<file path="src/rtl/core/dcd_pkg.sv">
// Shared types, constants and digit helpers for the decimal chunk dedup dictionary.
`timescale 1ns / 1ps
`default_nettype none
package dcd_pkg;

  localparam int unsigned DcdTableDepth  = 1024;
  localparam int unsigned DcdChunkDigits = 64;
  localparam logic [31:0] SeedStart      = 32'd5381;

  typedef enum logic [1:0] {
    STAT_MATCH = 2'd0,
    STAT_ADDED = 2'd1,
    STAT_FULL  = 2'd2
  } dcd_status_e;

  typedef enum logic [5:0] {
    ST_IDLE  = 6'b000001,
    ST_DIGIT = 6'b000010,
    ST_CHK   = 6'b000100,
    ST_SRD   = 6'b001000,
    ST_SCMP  = 6'b010000,
    ST_EMIT  = 6'b100000
  } dcd_state_e;

  typedef logic [2:0][3:0] dcd_digits_t;

  // Split a byte into hundreds, tens, ones (index 0 is hundreds).
  function automatic dcd_digits_t split_byte(input logic [7:0] b);
    logic [7:0]  r;
    logic [1:0]  h;
    logic [17:0] prod;
    logic [3:0]  t;
    logic [7:0]  ten_x;
    dcd_digits_t d;
    if (b >= 8'd200) begin
      h = 2'd2;
      r = b - 8'd200;
    end else if (b >= 8'd100) begin
      h = 2'd1;
      r = b - 8'd100;
    end else begin
      h = 2'd0;
      r = b;
    end
    // r < 100: r*205 >> 11 equals r/10
    prod  = 18'(r) * 18'd205;
    t     = prod[14:11];
    ten_x = 8'(t) * 8'd10;
    d[0]  = 4'(h);
    d[1]  = t;
    d[2]  = 4'(r - ten_x);
    return d;
  endfunction

endpackage
`default_nettype wire

</file>
<file path="src/rtl/core/dcd_chunk_acc.sv">
// Chunk accumulator: digit buffer, position, running hash and seed.
`timescale 1ns / 1ps
`default_nettype none
module dcd_chunk_acc import dcd_pkg::*; #(
  parameter int unsigned CHUNK_DIGITS = DcdChunkDigits,
  localparam int unsigned LenW = $clog2(CHUNK_DIGITS + 1)
) (
  input  logic                      clk_i,
  input  logic                      rst_ni,
  input  logic                      step_i,
  input  logic                      clear_i,
  input  logic [3:0]                digit_i,
  output logic [LenW-1:0]           pos_o,
  output logic [15:0]               hash_o,
  output logic [31:0]               seed_o,
  output logic [CHUNK_DIGITS*4-1:0] vec_o
);

  logic [LenW-1:0]           pos_q, pos_d;
  logic [15:0]               hash_q, hash_d;
  logic [31:0]               seed_q, seed_d;
  logic [CHUNK_DIGITS*4-1:0] vec_q, vec_d;

  always_comb begin
    pos_d  = pos_q;
    hash_d = hash_q;
    seed_d = seed_q;
    vec_d  = vec_q;
    if (clear_i) begin
      pos_d  = '0;
      hash_d = '0;
      seed_d = SeedStart;
      vec_d  = '0;
    end else if (step_i) begin
      // hash*9 + d and seed*33 + d, as shifts and adds
      hash_d = {hash_q[12:0], 3'b000} + hash_q + 16'(digit_i);
      seed_d = {seed_q[26:0], 5'b00000} + seed_q + 32'(digit_i);
      pos_d  = pos_q + LenW'(1);
      for (int j = 0; j < CHUNK_DIGITS; j++) begin
        if (pos_q == LenW'(j)) vec_d[j*4 +: 4] = digit_i;
      end
    end
  end

  always_ff @(posedge clk_i or negedge rst_ni) begin
    if (!rst_ni) begin
      pos_q  <= '0;
      hash_q <= '0;
      seed_q <= SeedStart;
      vec_q  <= '0;
    end else begin
      pos_q  <= pos_d;
      hash_q <= hash_d;
      seed_q <= seed_d;
      vec_q  <= vec_d;
    end
  end

  assign pos_o  = pos_q;
  assign hash_o = hash_q;
  assign seed_o = seed_q;
  assign vec_o  = vec_q;

endmodule
`default_nettype wire

</file>
<file path="config.mk">
export PLATFORM = sky130hd
export DESIGN_NAME = dcd_chunk_acc
export DESIGN_NICKNAME = d
export VERILOG_FILES = /design/src/rtl/core/dcd_pkg.sv /design/src/rtl/core/dcd_chunk_acc.sv
export SDC_FILE = /design/constraint.sdc
export NUM_CORES = 1
export LEC_CHECK = 0
export BUFFER_PORTS_ARGS = -buffer_cell sky130_fd_sc_hd__buf_2
export CAP_MARGIN = 20
export CORE_UTILIZATION = 50
export DETAILED_ROUTE_END_ITERATION = 8
export GPL_TIMING_DRIVEN = 0
export HOLD_SLACK_MARGIN = 0.12
export PLACE_DENSITY = 0.82
export SLEW_MARGIN = 20
export SYNTH_ARGS = -nofsm -noshare
export SYNTH_HDL_FRONTEND = slang
export SYNTH_SLANG_ARGS = --single-unit
export TNS_END_PERCENT = 20
</file>
<file path="constraint.sdc">
create_clock -name clk_i -period 5.4 [get_ports clk_i]
set_input_delay 0.27 -clock clk_i [delete_from_list [all_inputs] [get_ports clk_i]]
set_output_delay 0.27 -clock clk_i [all_outputs]
set_load 0.02 [all_outputs]
</file>
==> results.toml <==
[final_layout]
fillerInstances = 2574
fin_nets = 2209
antenna_cells = 0
final_cell_area_um2 = 18900
synthToLayoutAreaGrowth_pct = 21.5
final_layout_size_suffix_gt1_share_pct = 18.4

[cts]
ctsResizeCount = 0
clock_latency_ns = 0.53
holdBufCountCts = 1
root_buffer = "clkbuf_16"
h-tree-depth = 2
cts.path.max_buffers = 3
cts_tree = "yes"
clk_pin_slew_worst_paths_ns = 0.06
cts_sinks = 311
numCtsBuffers = 35
post_cts_buffers = 0

[pwr]
p_per_area_nw_per_um2 = 321
ir_drop_v = 0.000287
leakagePower_nw = 9.18
power_mw = 6.07

[floorplanning]
std_cell_rows = 64
initial_core_util_pct = 50.9
num_io_pins = 319
dieArea_um2 = 31900
die_h_um = 179
die_x_um = 179
core_um2 = 30600

[logic_synthesis]
synth_top_area_cell = "dfrtp_1"
ys_seq_area_share_pct = 50.0
synth_top_cells_by_count = "nand2_1, dfrtp_1, a21oi_1"
synth_cell_type_count = 68
ys_warn_count = 0
synthArstFlopShare_pct = 100
synth_cells = 1778
avgSynthCellArea_um2 = 8.76
yosysMostFrequentCell = "nand2_1"
synth_edf_count = 0
synth.cell_area_um2 = 15600
synth_flop_cell = "dfrtp_1"
synth.area.top_cells = "dfrtp_1, a21oi_1, nand2_1"
synth-seq-cells = 311
synth_top_area_share_pct = 49.2
syn_nets = 1851

[place]
io_buffer_count = 317
hpwl_mm = 39.5
gp_congestion = 0.936
place_area_um2 = 17800

[setup_path]
crit_path_end_kind = "flip-flop"
slowest_stage = "clkbuf_1"
cp_num_buf_inv = 4
cp_common_cell = "inv_1"
worstPathArrival_ns = 3.88
critPathLaunchType = "input pin"
crit_type = "input pin to flip-flop"
cpPeakStageDelay_ns = 0.61
r2r-start = "seed_o[0]"
r2r_cells = 11
crit_chain = "buf_2 -> clkbuf_1 -> inv_1 -> fa_1 -> inv_1 -> ha_1 -> nor2b_1 -> o21a_1 -> o21ai_1 -> a211oi_1 -> o31a_1 -> o31ai_1 -> a21oi_1 -> mux2_2"
r2r_slack_ns = 2.08
rr_endpoint = "seed_o[20]"
crit_family = "compound AO/OA/AOI/OAI gates"
worstPathMaxFanout = 10
required_ns = 5.78

[routing]
viasPerCell = 6.06
drt-initial-drc-count = 1711
wl_per_cell_um = 21.2
first_pass_iters = 6
ant_nets = 0
routed_wl_mm = 54.3
drc_errors = 0
vias = 15497

[hold_path]
holdPathStages = 4
hold_path_class = "input pin to flip-flop"
min_to = "seed_o[0]"
min_from = "digit_i[0]"

[sta]
fin_skew_ns = 0.0315
setup_viol = 0
post-route-period-util_pct = 64.7
min_period_ns = 3.49
slew_headroom_pct = 20.4
drv_slew = 0
finalSetupTns_ns = 0
hold_viol = 0
rsz0062_at_grt = "no"
fmax_mhz = 286
worst_pin_slew_ns = 1.19

[grt]
antenna_found_initial = 0
grt_pass1_vias = 14674
grt_pass1_wl_mm = 82.1
grt_use_total_pct = 33.5
grt-ovfl-total = 0
grt_start_max_net_pins = 98

[run_status]
status = "finished, final reports clean"

[run]
drv_cap = 0
==> cell usage in the layout (no fill, tap or decap), types with 13 or more instances in the layout <==
| master | netlist | final |
|---|---|---|
| buf_2 | 4 | 320 |
| nand2_1 | 312 | 312 |
| dfrtp_1 | 306 | 306 |
| a21oi_1 | 288 | 288 |
| o21ai_0 | 174 | 174 |
| clkbuf_1 | 129 | 136 |
| nand3_1 | 131 | 131 |
| nor2_1 | 105 | 105 |
| ha_1 | 62 | 62 |
| clkbuf_16 | 0 | 36 |
| mux2i_1 | 25 | 25 |
| a21o_1 | 23 | 23 |
| inv_1 | 20 | 20 |
| xnor2_1 | 15 | 15 |
| nor3_1 | 15 | 15 |
| o21a_1 | 15 | 15 |
| nor2b_1 | 13 | 13 |
| or3_1 | 13 | 13 |
| xor2_1 | 13 | 13 |
==> routing by layer <==
| layer | vias up | global-route usage (%) | wire, um |
|---|---|---|---|
| met3 | 150 | 7.33 | 5390 |
| met1 | 7486 | 46.0 | 22100 |
| li1 | 6928 | - | - |
| met4 | 0 | 14.7 | 2550 |
| met5 | - | 0 | 0 |
| met2 | 933 | 50.6 | 24300 |
==> cell families (layout without fill, tap and decap cells) <==
group | Yosys count | after routing | synth area share (%)
xor+xnor | 28 | 28 | 1.57
simple gates | 632 | 632 | 17.8
mux | 28 | 28 | 1.82
fa+ha+maj | 65 | 65 | 5.37
flops | 311 | 311 | 50.0
compound gates | 553 | 553 | 19.6
buf+inv | 161 | 545 | 3.91
==> how the worst max path moves through the flow <==
| stage | start | end | cells past startpoint |
|---|---|---|---|
| floorplan | digit_i[3] | hash_o[15] | 13 |
| global placement | rst_ni | hash_o[14] | 1 |
| detailed placement | digit_i[3] | hash_o[15] | 14 |
| CTS | digit_i[3] | hash_o[15] | 14 |
| global route | digit_i[3] | hash_o[15] | 14 |
| finish | digit_i[3] | hash_o[15] | 14 |
==> cell type report <==
| cell class | instances | area (um2) | area share, % |
|---|---|---|---|
| buffer | 140 | 531 | 2.80 |
| clock buffer | 50 | 1020 | 5.41 |
| clock inverter | 13 | 135 | 0.714 |
| inverter | 21 | 78.8 | 0.417 |
| multi-input combinational | 1306 | 7180 | 37.9 |
| sequential | 311 | 7790 | 41.2 |
| tap | 396 | 495 | 2.62 |
| timing repair buffer | 321 | 1690 | 8.93 |
==> tightest hold or removal path, cell delays in order <==
cell and delay, ns:
buf_2 0.13, ha_1 0.14, mux2i_1 0.06, nand2_1 0.07
==> metrics by stage <==
step	util (%)	instances	hold slack (ns)	worst slack [ns]
floorplan	-	1778	-0.0256	2.26
global placement	57.7	2491	0.498	-1.73
detailed placement	58.0	2494	0.227	1.42
CTS	61.9	2558	0.192	1.90
global route	61.9	2558	0.211	1.71
finish	61.9	2558	0.197	1.91
==> where the power goes <==
part	leakage (nW)	switching, mW	total [mW]	internal (mW)
clock	0.570	1.00	2.42	1.42
sequential	4.31	0.102	2.50	2.40
combinational	4.30	0.747	1.14	0.395
==> state kept, by name (all words and copies together), names as in the netlist <==
register  count
pos_o         7
seed_o       32
vec_o       256
hash_o       16
(Power assumes the default switching activity.)
